$ cat src/hdl/ebd_pkg.sv
// Shared constants for the energy beat detector: request codes, configuration
// register indexes, reset values and counter limits.
// No dependencies.
`timescale 1ns / 1ps
`default_nettype none

package ebd_pkg;

	// request codes carried on req_type
	localparam logic REQ_BAND = 1'b0;
	localparam logic REQ_TICK = 1'b1;

	// configuration register indexes
	localparam int unsigned CFG_IDX_W = 2;
	localparam logic [CFG_IDX_W-1:0] CFG_MIN_GAP    = 2'd0;
	localparam logic [CFG_IDX_W-1:0] CFG_BEAT_FLOOR = 2'd1;

	localparam int unsigned CFG_DATA_W = 16;
	localparam int unsigned LEVEL_W    = 16;
	localparam int unsigned OUT_SUM_W  = 20;

	localparam logic [CFG_DATA_W-1:0] MIN_GAP_RST    = 16'd500;
	localparam logic [CFG_DATA_W-1:0] BEAT_FLOOR_RST = 16'd4096;

	// millisecond counter, saturating
	localparam int unsigned ELAPSED_W = 17;
	localparam logic [ELAPSED_W-1:0] ELAPSED_MAX = 17'h1FFFF;

endpackage

`default_nettype wire

$ cat src/hdl/ebd_hist_cell.sv
// One cell of the history chain: holds one past frame sum and hands it on
// to the next cell when a new frame is pushed.
// No dependencies.
`timescale 1ns / 1ps
`default_nettype none

module ebd_hist_cell #(
	parameter int unsigned SUM_W = 20
) (
	input  wire logic             clk,
	input  wire logic             arst_n,
	input  wire logic             shift,
	input  wire logic [SUM_W-1:0] d,
	output logic      [SUM_W-1:0] q
);

	logic [SUM_W-1:0] sum_q;

	always_ff @(posedge clk or negedge arst_n) begin
		if (!arst_n) begin
			sum_q <= '0;
		end else if (shift) begin
			sum_q <= d;
		end
	end

	assign q = sum_q;

endmodule

`default_nettype wire

$ cat src/hdl/ebd_hist_chain.sv
// History of past frame sums as a row of ebd_hist_cell, newest at the head,
// oldest at the tail, with the running total of all cells.
// Depends on ebd_hist_cell.
`timescale 1ns / 1ps
`default_nettype none

module ebd_hist_chain #(
	parameter int unsigned SUM_W = 20,
	parameter int unsigned DEPTH = 22,
	parameter int unsigned TOT_W = 25
) (
	input  wire logic             clk,
	input  wire logic             arst_n,
	input  wire logic             push,
	input  wire logic [SUM_W-1:0] push_sum,
	output logic      [TOT_W-1:0] total
);

	logic [SUM_W-1:0] tap [DEPTH+1];
	logic [TOT_W-1:0] total_q;

	assign tap[0] = push_sum;

	for (genvar i = 0; i < DEPTH; i++) begin : g_cell
		ebd_hist_cell #(
			.SUM_W(SUM_W)
		) u_cell (
			.clk   (clk),
			.arst_n(arst_n),
			.shift (push),
			.d     (tap[i]),
			.q     (tap[i+1])
		);
	end

	// drop the oldest sum as the new one enters
	always_ff @(posedge clk or negedge arst_n) begin
		if (!arst_n) begin
			total_q <= '0;
		end else if (push) begin
			total_q <= total_q - TOT_W'(tap[DEPTH]) + TOT_W'(push_sum);
		end
	end

	assign total = total_q;

endmodule

`default_nettype wire

$ cat src/hdl/energy_beat_detector_core.sv
// Energy beat detector top level: frame accumulation, beat test, elapsed
// counter, configuration registers and output register.
// Depends on ebd_pkg and ebd_hist_chain.
//
//  channel | signals                                   | direction
//  --------+-------------------------------------------+----------
//  in      | in_valid, in_ready, req_type, band_level  | sink
//  out     | out_valid, out_ready, beat, frame_sum     | source
//  cfg     | cfg_valid, cfg_ready, cfg_index, cfg_data | sink
//
// One input transaction per cycle while in_ready is high; a frame's result
// is registered by the single accumulate-and-compare stage in the cycle
// after its last band level. Reset clears the frame, the history chain and
// the elapsed counter at once. in_ready drops only while a result waits and
// out_ready is low. Configuration writes are taken in every cycle.
`timescale 1ns / 1ps
`default_nettype none

module energy_beat_detector_core #(
	parameter int unsigned BANDS   = 12,
	parameter int unsigned HISTORY = 22
) (
	input  wire logic                             clk,
	input  wire logic                             arst_n,
	input  wire logic                             in_valid,
	output logic                                  in_ready,
	input  wire logic                             req_type,
	input  wire logic [ebd_pkg::LEVEL_W-1:0]      band_level,
	output logic                                  out_valid,
	input  wire logic                             out_ready,
	output logic                                  beat,
	output logic      [ebd_pkg::OUT_SUM_W-1:0]    frame_sum,
	input  wire logic                             cfg_valid,
	output logic                                  cfg_ready,
	input  wire logic [ebd_pkg::CFG_IDX_W-1:0]    cfg_index,
	input  wire logic [ebd_pkg::CFG_DATA_W-1:0]   cfg_data
);

	import ebd_pkg::*;

	localparam int unsigned SUM_W  = LEVEL_W + $clog2(BANDS);
	localparam int unsigned TOT_W  = SUM_W + $clog2(HISTORY);
	localparam int unsigned PROD_W = TOT_W + 7;
	localparam int unsigned CNT_W  = $clog2(BANDS + 1);

	logic [CNT_W-1:0]      band_count_q;
	logic [SUM_W-1:0]      accum_q;
	logic [ELAPSED_W-1:0]  elapsed_q;
	logic [CFG_DATA_W-1:0] min_gap_q;
	logic [SUM_W-1:0]      floor_x_q;
	logic                  out_valid_q;
	logic                  beat_q;
	logic [SUM_W-1:0]      sum_q;

	logic                  in_fire;
	logic                  band_fire;
	logic                  tick_fire;
	logic                  frame_last;
	logic                  push;
	logic [SUM_W-1:0]      sum;
	logic [TOT_W-1:0]      total;
	logic [PROD_W-1:0]     lhs;
	logic [PROD_W-1:0]     rhs;
	logic                  louder;
	logic                  above_floor;
	logic                  gap_ok;
	logic                  beat_d;
	logic [SUM_W+OUT_SUM_W-1:0] sum_ext;

	assign in_ready  = !out_valid_q || out_ready;
	assign in_fire   = in_valid && in_ready;
	assign band_fire = in_fire && (req_type == REQ_BAND);
	assign tick_fire = in_fire && (req_type == REQ_TICK);
	assign frame_last = (band_count_q == CNT_W'(BANDS - 1));
	assign push      = band_fire && frame_last;

	assign sum = accum_q + SUM_W'(band_level);

	// compare averages exactly by cross-multiplying
	assign lhs         = PROD_W'(sum) * PROD_W'(HISTORY);
	assign rhs         = PROD_W'(total) * PROD_W'(BANDS);
	assign louder      = lhs > rhs;
	assign above_floor = sum > floor_x_q;
	assign gap_ok      = elapsed_q > {1'b0, min_gap_q};
	assign beat_d      = louder && above_floor && gap_ok;

	ebd_hist_chain #(
		.SUM_W(SUM_W),
		.DEPTH(HISTORY),
		.TOT_W(TOT_W)
	) u_hist (
		.clk     (clk),
		.arst_n  (arst_n),
		.push    (push),
		.push_sum(sum),
		.total   (total)
	);

	always_ff @(posedge clk or negedge arst_n) begin
		if (!arst_n) begin
			band_count_q <= '0;
			accum_q      <= '0;
		end else if (band_fire) begin
			if (frame_last) begin
				band_count_q <= '0;
				accum_q      <= '0;
			end else begin
				band_count_q <= band_count_q + CNT_W'(1);
				accum_q      <= sum;
			end
		end
	end

	// clear on a beat, otherwise count ticks up to the limit
	always_ff @(posedge clk or negedge arst_n) begin
		if (!arst_n) begin
			elapsed_q <= '0;
		end else if (push && beat_d) begin
			elapsed_q <= '0;
		end else if (tick_fire && (elapsed_q != ELAPSED_MAX)) begin
			elapsed_q <= elapsed_q + ELAPSED_W'(1);
		end
	end

	// hold the floor pre-scaled by the band count
	assign cfg_ready = 1'b1;

	always_ff @(posedge clk or negedge arst_n) begin
		if (!arst_n) begin
			min_gap_q <= MIN_GAP_RST;
			floor_x_q <= SUM_W'(32'(BEAT_FLOOR_RST) * BANDS);
		end else if (cfg_valid && cfg_ready) begin
			unique case (cfg_index)
				CFG_MIN_GAP: begin
					min_gap_q <= cfg_data;
				end
				CFG_BEAT_FLOOR: begin
					floor_x_q <= SUM_W'(32'(cfg_data) * BANDS);
				end
				default: begin
				end
			endcase
		end
	end

	always_ff @(posedge clk or negedge arst_n) begin
		if (!arst_n) begin
			out_valid_q <= 1'b0;
		end else if (push) begin
			out_valid_q <= 1'b1;
		end else if (out_ready) begin
			out_valid_q <= 1'b0;
		end
	end

	always_ff @(posedge clk) begin
		if (push) begin
			beat_q <= beat_d;
			sum_q  <= sum;
		end
	end

	assign sum_ext   = {{OUT_SUM_W{1'b0}}, sum_q};
	assign out_valid = out_valid_q;
	assign beat      = beat_q;
	assign frame_sum = sum_ext[OUT_SUM_W-1:0];

`ifndef SYNTH
	a_beat_clears_elapsed: assert property (@(posedge clk) disable iff (!arst_n)
		(push && beat_d) |=> (elapsed_q == '0))
		else $error("elapsed counter not cleared after a beat");

	a_frame_loads_output: assert property (@(posedge clk) disable iff (!arst_n)
		push |=> (out_valid && (beat == $past(beat_d))))
		else $error("completed frame did not load the output register");

	a_band_count_range: assert property (@(posedge clk) disable iff (!arst_n)
		band_count_q <= CNT_W'(BANDS - 1))
		else $error("band counter beyond the last band");
`endif

endmodule

`default_nettype wire

$ cat config.mk
export PLATFORM = sky130hd
export DESIGN_NAME = energy_beat_detector_core
export DESIGN_NICKNAME = d
export VERILOG_FILES = /design/src/hdl/ebd_pkg.sv /design/src/hdl/ebd_hist_cell.sv /design/src/hdl/ebd_hist_chain.sv /design/src/hdl/energy_beat_detector_core.sv
export SDC_FILE = /design/constraint.sdc
export NUM_CORES = 1
export LEC_CHECK = 0
export BUFFER_PORTS_ARGS = -buffer_cell sky130_fd_sc_hd__buf_4
export CAP_MARGIN = 20
export CORE_MARGIN = 2
export CORE_UTILIZATION = 46
export DETAILED_ROUTE_END_ITERATION = 10
export GPL_TIMING_DRIVEN = 0
export PLACE_DENSITY_LB_ADDON = 0.2
export SYNTH_ARGS = -nofsm -noshare
export SYNTH_HDL_FRONTEND = slang
export SYNTH_SLANG_ARGS = --single-unit
$ cat constraint.sdc
create_clock -name clk -period 17.6 [get_ports clk]
set_input_delay 0.88 -clock clk [delete_from_list [all_inputs] [get_ports clk]]
set_output_delay 0.88 -clock clk [all_outputs]
set_load 0.01 [all_outputs]
After elaboration in Yosys (flattened, before gate mapping)

Cells that the tools add are included.

Flip-flop bits (word level): 562

$add $sub $neg: 5
$mul: 3
Magnitude comparators: 3
Equal/unequal tests: 3
Muxes and demuxes: 6
Bitwise gates (word level): 1
Reductions and logical operators: 15

Operator list:

| kind                                                                  | count |
|---|---|
| 17-bit 2-to-1 mux                                                     | 2 |
| 25-bit by 29-bit greater-than comparator with 1-bit output            | 1 |
| 25-bit by 2-bit multiplier with 27-bit output, second input constant  | 1 |
| 25-bit by 20-bit adder with 25-bit output                             | 1 |
| 25-bit by 20-bit subtractor with 25-bit output                        | 1 |
| 20-bit by 4-bit multiplier with 24-bit output, second input constant  | 1 |
| 20-bit by 16-bit adder with 20-bit output                             | 1 |
| 20-bit greater-than comparator                                        | 1 |
| 20-bit 2-to-1 mux                                                     | 1 |
| 16-bit by 2-bit multiplier with 18-bit output, second input constant  | 1 |
| 17-bit by 1-bit adder with 17-bit output, second input constant       | 1 |
| 17-bit by 16-bit greater-than comparator with 1-bit output            | 1 |
| 17-bit inequality test, second input constant                         | 1 |
| 1-bit logical AND                                                     | 8 |
| 4-bit by 1-bit adder with 4-bit output, second input constant         | 1 |
| 4-bit equality test, second input constant                            | 1 |
| 4-bit 2-to-1 mux                                                      | 1 |
| 2-bit AND reduction                                                   | 2 |
| 2-bit nonzero test                                                    | 2 |
| 2-bit by 1-bit equality test with 1-bit output, second input constant | 1 |
| 2-bit logical NOT                                                     | 1 |
| 1-bit 2-to-1 mux                                                      | 2 |
| 1-bit logical NOT                                                     | 1 |
| 1-bit logical OR                                                      | 1 |
| 1-bit inverter                                                        | 1 |

Longest topological paths before layout

Gate-level depths: netlist (run 1).

Depth after elaboration: 7
Gate-level depth with buffers: 34

Modules after synthesis

A second synthesis (run 1) with hierarchy kept.

Cell total of the unflattened synthesis: 2,388
Area total of the unflattened synthesis: 30,964.7 µm²

By module, submodules not included:

| module                    | times used | cells each | area each (µm²) | sequential area each (µm²) |
|---|---|---|---|---|
| ebd_hist_cell             | 22         | 42         | 823.3           | 500.5 |
| energy_beat_detector_core | 1          | 1,114      | 9,997.1         | 2,542.4 |
| ebd_hist_chain            | 1          | 350        | 2,855.2         | 625.6 |

Worst setup path after synthesis (run 1)

OpenSTA, ideal clock, no wires.

Path type: input-to-reg
From: in band_level[0] (netlist name)
To: reg elapsed_q[11]
Arrival time: 6.972 ns
Required time: 17.477 ns
Slack: 10.506 ns
Cell stages on the path: 32
Buffers on the path: 2
Cell sequence: ha_1 fa_1 a21oi_1 nor2b_1 a221oi_2 o211ai_1 and3_1 o221a_2 xnor2_1 inv_1 ha_1 inv_1 fa_1 inv_1 ha_1 and3_1 a21oi_1 a31oi_1 a21o_1 a21oi_1 xnor2_1 ha_1 nand4_1 nor3_1 o31ai_1 o211ai_1 o2111ai_1 nor4_1 and4_1 buf_6 buf_12 nor2_4

Longest elaborated chain between the ends: 7
Elaborated cells on any way between the ends: 9
Those cells by class: 1 x add/sub; 1 x mul; 2 x order compare; 1 x mux; 4 x reduce/logical

Ends and longest elaborated chain:

| what                                                           | line                             | RTL |
|---|---|---|
| start: declaration                                             | energy_beat_detector_core.sv:28  | `input wire logic [ebd_pkg::LEVEL_W-1:0] band_level,` |
| 20-bit by 16-bit adder with 20-bit output (*)                  | energy_beat_detector_core.sv:77  | `assign sum = accum_q + SUM_W'(band_level);` |
| named net sum[16]                                              | energy_beat_detector_core.sv:60  | `logic [SUM_W-1:0] sum;` |
| 20-bit by 4-bit multiplier with 24-bit output                  | energy_beat_detector_core.sv:80  | `assign lhs = PROD_W'(sum) * PROD_W'(HISTORY);` |
| 25-bit by 29-bit greater-than comparator with 1-bit output     | energy_beat_detector_core.sv:82  | `assign louder = lhs > rhs;` |
| 1-bit logical AND (*) (2 in a row)                             | energy_beat_detector_core.sv:85  | `assign beat_d = louder && above_floor && gap_ok;` |
| 1-bit logical AND (*)                                          | energy_beat_detector_core.sv:118 | `end else if (push && beat_d) begin` |
| 17-bit 2-to-1 mux / 2-bit nonzero test (equally long branches) | -                                |  |
| end signal: assignment                                         | energy_beat_detector_core.sv:121 | `elapsed_q <= elapsed_q + ELAPSED_W'(1);` |
| end: declaration                                               | energy_beat_detector_core.sv:48  | `logic [ELAPSED_W-1:0] elapsed_q;` |

The timed path passes the listed nets; every way through them passes the cells marked *.
A chain may end at the register's enable or synchronous reset.

Final worst setup path (run 1)

From: reg accum_q[0]
To: reg elapsed_q[6]

Longest elaborated chain between the ends: 7
Elaborated cells on any way between the ends: 9
Those cells by class: 1 x add/sub; 1 x mul; 2 x order compare; 1 x mux; 4 x reduce/logical

Ends and longest elaborated chain:

| what                                                           | line                             | RTL |
|---|---|---|
| start: declaration                                             | energy_beat_detector_core.sv:47  | `logic [SUM_W-1:0] accum_q;` |
| start signal: assignment                                       | energy_beat_detector_core.sv:109 | `accum_q <= sum;` |
| 20-bit by 16-bit adder with 20-bit output (*)                  | energy_beat_detector_core.sv:77  |  |
| named net sum[16]                                              | energy_beat_detector_core.sv:60  |  |
| 20-bit by 4-bit multiplier with 24-bit output                  | energy_beat_detector_core.sv:80  |  |
| 25-bit by 29-bit greater-than comparator with 1-bit output     | energy_beat_detector_core.sv:82  |  |
| 1-bit logical AND (*) (2 in a row)                             | energy_beat_detector_core.sv:85  |  |
| 1-bit logical AND (*)                                          | energy_beat_detector_core.sv:118 |  |
| 17-bit 2-to-1 mux / 2-bit nonzero test (equally long branches) | -                                |  |

Marks and branches as above.

==> impl_metrics.py, run 1 <==
metrics = {
    "logic_synthesis": {
        "avgSynthCellArea_um2": 8.84,
        "synthArstFlopShare_pct": 96.3,
        "syn_inst": 3200,
        "yosys-top-cells-area": "dfrtp_1, nand2_1, ha_1",
        "synth_top_family_by_area": "simple AND/OR/NAND/NOR gates",
        "synthSimpleGateAreaFrac_pct": 22.9,
        "ys.flop_type": "dfrtp_1",
        "synth.largest_area_cell": "dfrtp_1",
        "ys_warn_count": 0,
        "yosysUniqueCellTypes": 77,
        "ys_seq_elements": 562,
        "seq_area_frac_synth_pct": 50.1,
        "synth_xor_area_share_pct": 3.32,
        "syn_nets": 3466,
        "synth_fa_ha_area_share_pct": 11.1,
        "synthMuxAreaShare_pct": 0.310,
        "syn_area_um2": 28300,
        "synth_compound_area_share_pct": 8.00,
        "synth_enable_flop_cells": 21,
        "yosysTopAreaCellShare_pct": 47.2,
    },
    "grt": {
        "gr-max-usage-layer": "met2",
        "antenna_found_initial": 0,
        "grt_pass1_wl_um": 108000,
        "met3_usage_pct": 3.45,
        "use_met2_pct": 33.7,
        "gr-total-overflow": 0,
        "globalRouteMet1Util_pct": 29.2,
        "grt.total_usage_pct": 20.9,
        "grt_pass1_vias": 21625,
        "grt_max_degree": 129,
    },
    "floorplan": {
        "dieArea_um2": 63500,
        "fp.dieW_um": 252,
        "core_area_um2": 60600,
        "start_util_pct": 46.7,
        "num_io_pins": 64,
        "row_count": 90,
        "die_h_um": 252,
    },
    "critical_path": {
        "path_common_cell": "ha_1",
        "r2r_start": "accum_q[0]",
        "slowest_stage": "xnor2_1",
        "crit_path_max_fanout": 10,
        "max_stage_delay_ps": 810,
        "r2r_setup_slack_ps": 8640,
        "critPathArrivalTime_ps": 9490,
        "cp-end-kind": "flop",
        "rr_endpoint": "elapsed_q[6]",
        "criticalPathCategory": "flop to flop",
        "reg2reg_depth": 32,
        "start_kind": "flop",
        "required_ps": 18130,
    },
    "hold_path": {
        "hold_path.class": "input port to async pin",
    },
    "placed_design": {
        "post-dp-hpwl_um": 47500,
        "placedInstanceArea_um2": 29900,
        "numPortBuffers": 62,
        "gp_congestion": 0.893,
    },
    "detailed_routing": {
        "firstDrtPassIters": 6,
        "wl_um": 64500,
        "wl_per_cell_um": 15.5,
        "drtIter0Drc": 1449,
        "num_vias": 21296,
        "ant_nets": 0,
        "routed_via_density": 5.11,
        "drc": 0,
    },
    "clock_tree": {
        "cts_tree": "done",
        "ctsHtreeMaxLevel": 2,
        "cts_root_buf": "clkbuf_16",
        "numCtsBuffers": 59,
        "hold_buffers": 0,
        "cts.reportedPaths.clkPinSlew_ps": 60,
        "cts.sinks": 562,
        "clk_latency_ps": 650,
        "ctsResizeCount": 0,
        "clockBufferDepth": 3,
        "post_cts_buffers": 0,
    },
    "sta": {
        "clock-skew-final_ps": 43.4,
        "setup_viol": 0,
        "drv_slew": 0,
        "fin_tns_setup_ps": 0,
        "max-slew-margin-rel_pct": 24.1,
        "holdWs_ps": 272,
        "finalCritPeriodShare_pct": 50.9,
        "fin_crit_ps": 8960,
        "rsz0062_at_grt": "no",
        "max_freq_mhz": 112,
        "tightest_slew_ps": 1130,
        "hold_viol_final": 0,
    },
    "layout": {
        "syn_to_final_growth_pct": 13.0,
        "final_core_util_pct": 52.8,
        "insertedDiodeCount": 0,
        "nNetsFinal": 3601,
        "drive_above_1_share_pct": 6.74,
        "finalInstanceArea_um2": 32000,
        "layout_common_cells": "nand2_1, dfrtp_1, ha_1, inv_1, clkbuf_1",
        "final_common_cell": "nand2_1",
    },
    "job": {
        "cap_viol_max_count": 0,
    },
    "outcome": {
        "outcome": "complete, no violations",
    },
}
cell type report:
cell class / instances / area [um^2]
timing repair buffer: 74 / 658
inverter: 192 / 721
tap: 782 / 978
sequential: 562 / 14200
clock buffer: 79 / 1660
buffer: 119 / 477
multi-input combinational: 2327 / 12900
clock inverter: 32 / 370
fill: 5617 / 28600
registers in the layout (all words and copies together) (netlist names), 4 cells and up:
register                cells
accum_q                    20
band_count_q                4
elapsed_q                  17
floor_x_q                  18
frame_sum                  20
min_gap_q                  16
u_hist.g_cell.u_cell.q    440
u_hist.total               25
critical path, delay by kind of cell, from the launching register on:
kind	cells	cell delay [ps]
AO/OA/AOI/OAI	11	2560
adder cells (fa/ha/maj)	6	2210
AND/OR/NAND/NOR	8	2020
XOR/XNOR	2	910
buffers and inverters	5	780
flip-flops	1	390
per-layer routing:
metal,wire (um),vias up
met5,0,-
met4,1460,0
met1,30300,10325
met3,2960,88
li1,-,10554
met2,29800,329
how the worst max path moves through the flow:
stage / to / cells past startpoint / from / slack, ps
after floorplan: elapsed_q[11] / 32 / band_level[0] / 10510
after global placement: elapsed_q[11] / 32 / band_level[0] / 8050
after detailed placement: elapsed_q[6] / 33 / band_level[0] / 8220
after CTS: elapsed_q[6] / 32 / accum_q[0] / 8790
after global routing: elapsed_q[9] / 32 / accum_q[0] / 8150
final: elapsed_q[6] / 32 / accum_q[0] / 8640
cell families after synthesis:
logic type,after synthesis
and+or+nand+nor,1615
adders and majority gates,229
muxes,8
other,1
AOI/OAI and AO/OA,369
buffers and inverters,311
xor gates and xnor gates,105
DFF,562
metrics by stage:
step | instances | setup slack, ps
floorplan | 3200 | 10510
global placement | 4044 | 8050
detailed placement | 4056 | 8220
CTS | 4167 | 8790
global route | 4167 | 8150
finish | 4167 | 8640
cell usage after synthesis (all sizes together), types with 14 or more instances:
cell type / n
xor2: 38
edfxtp: 21
nand3: 25
ha: 189
nor2: 86
nand2: 1387
a21o: 30
xnor2: 67
nand4: 20
clkbuf: 115
nor3: 25
o21a: 21
fa: 37
dfrtp: 533
inv: 191
o21ai: 146
a211oi: 14
a21oi: 84
Power of run 1 is left out: the tool's default activity adds up to more than one toggle a clock period on the data nets, which glitch-free logic cannot reach.
==> inputs of run 2 (changes only) <==
==> constraint.sdc (replaced) <==
create_clock -name clk -period 8.5 [get_ports clk]
set_input_delay 0.425 -clock clk [delete_from_list [all_inputs] [get_ports clk]]
set_output_delay 0.425 -clock clk [all_outputs]
set_load 0.01 [all_outputs]
==> impl_metrics.py, run 2 (synthesis results as in run 1) <==
metrics = {
    "outcome": {
        "outcome": "complete, no violations",
    },
    "layout": {
        "final_common_cell": "nand2_1",
        "finalInstanceArea_um2": 32200,
        "nNetsFinal": 3610,
        "largest_register_ffs": 440,
        "layout_common_cells": "nand2_1, dfrtp_1, ha_1, inv_1, clkbuf_1",
        "insertedDiodeCount": 0,
        "drive_above_1_share_pct": 7.16,
        "syn_to_final_growth_pct": 13.7,
    },
    "critical_path": {
        "required_ps": 9020,
        "reg2reg_depth": 31,
        "critPathArrivalTime_ps": 8580,
        "path_common_cell": "ha_1",
        "crit_path_max_fanout": 10,
        "max_stage_delay_ps": 500,
        "r2r_setup_slack_ps": 450,
        "rr_endpoint": "elapsed_q[6]",
        "slowest_stage": "fa_1",
        "cp-end-kind": "flop",
        "r2r_start": "accum_q[1]",
        "start_kind": "flop",
        "criticalPathCategory": "flop to flop",
    },
    "sta": {
        "max-slew-margin-rel_pct": 40.4,
        "finalCritPeriodShare_pct": 94.7,
        "drv_slew": 0,
        "tightest_slew_ps": 893,
        "setup_slack_ps": 448,
        "max_freq_mhz": 124,
        "fin_crit_ps": 8050,
        "holdWs_ps": 39.8,
        "clock-skew-final_ps": 41.0,
        "setup_viol": 0,
        "hold_viol_final": 0,
        "rsz0062_at_grt": "no",
    },
    "floorplan": {
        "fp.dieW_um": 252,
        "die_h_um": 252,
        "start_util_pct": 46.7,
        "row_count": 90,
        "dieArea_um2": 63500,
        "num_io_pins": 64,
        "core_area_um2": 60600,
    },
    "clock_tree": {
        "ctsHtreeMaxLevel": 2,
        "cts_tree": "done",
        "clockBufferDepth": 3,
        "cts_root_buf": "clkbuf_16",
        "cts.sinks": 562,
        "numCtsBuffers": 59,
        "clk_latency_ps": 650,
        "cts.reportedPaths.clkPinSlew_ps": 60,
    },
    "grt": {
        "grt_pass1_vias": 21648,
        "use_met2_pct": 33.8,
        "globalRouteMet1Util_pct": 29.2,
        "antenna_found_initial": 0,
        "gr-max-usage-layer": "met2",
        "met3_usage_pct": 3.47,
        "grt_pass1_wl_um": 108000,
        "grt_max_degree": 129,
        "grt.total_usage_pct": 21.0,
        "gr-total-overflow": 0,
    },
    "placed_design": {
        "placedInstanceArea_um2": 29900,
        "post-dp-hpwl_um": 47500,
        "gp_congestion": 0.893,
        "numPortBuffers": 62,
        "pre_cts_ws_ps": -420,
    },
    "detailed_routing": {
        "routed_via_density": 5.11,
        "wl_um": 64800,
        "firstDrtPassIters": 5,
        "drtIter0Drc": 1446,
        "ant_nets": 0,
        "num_vias": 21358,
        "drc": 0,
        "wl_per_cell_um": 15.5,
    },
    "hold_path": {
        "whs_path_depth": 3,
        "whs_endpoint": "min_gap_q[4]",
        "worstHoldStart": "cfg_data[4]",
        "hold_path.class": "input port to flop",
    },
    "job": {
        "cap_viol_max_count": 0,
    },
}
run 2: cell types whose count changed in the layout (fill, tap and decap cells not counted), sizes merged:
cell         change
dlygate4sd3      +4
buf              +5
run 2: stage by stage:
| stage | util (%) | TNS, ps | std cells |
|---|---|---|---|
| finish | 53.1 | 0 | 4176 |
| global route | 53.1 | 0 | 4176 |
| CTS | 52.9 | 0 | 4171 |
| detailed placement | 49.4 | -5880 | 4056 |
| global placement | 49.1 | -8990 | 4044 |
| floorplan | - | 0 | 3200 |
run 2: per-layer routing:
metal  part of all wire, %  wire [um]  up-vias
met4                   2.3       1510        0
li1                      -          -    10583
met5                     0          0        -
met3                   4.5       2920       88
met1                    47      30400    10366
met2                    46      30000      321
run 2: final cells by class:
cell class              instances  area (um^2)
flip-flops and latches        562        14200
clock buffers                  79         1660
clock inverters                32          370
plain buffers                 119          477
repair buffers                 83          748
multi-input cells            2327        13000
well taps                     782          978
inverters                     192          721
fillers                      5595        28400
run 2: timing repair:
| action | CTS | global route |
|---|---|---|
| setup buffers | 0 | 5 |
| setup endpoints to repair | 17 | 18 |
| pin swaps | 0 | 2 |
| hold endpoints to repair | 104 | 0 |
| gates resized for setup | 4 | 11 |
| hold buffers | 4 | 0 |
| gates cloned | 0 | 0 |
run 2: worst max-delay path: cells and delay by family (launching register included):
family,cells,cell delay [ps]
xor+xnor,2,450
fa+ha+maj,5,1790
compound gates,11,2610
flops,1,410
buf+inv,5,640
simple gates,8,2020
run 2: worst max path at each step:
stage                        startpoint       endpoint  slack, ps  cells after the start
after global routing         accum_q[0]   elapsed_q[9]         20                     32
after detailed placement  band_level[0]   elapsed_q[6]       -420                     33
after CTS                    accum_q[0]   elapsed_q[6]         70                     32
after global placement    band_level[0]  elapsed_q[11]       -590                     32
final                        accum_q[1]   elapsed_q[6]        450                     31
after floorplan           band_level[0]  elapsed_q[11]       1860                     32
Power of run 2 is left out for the same reason.
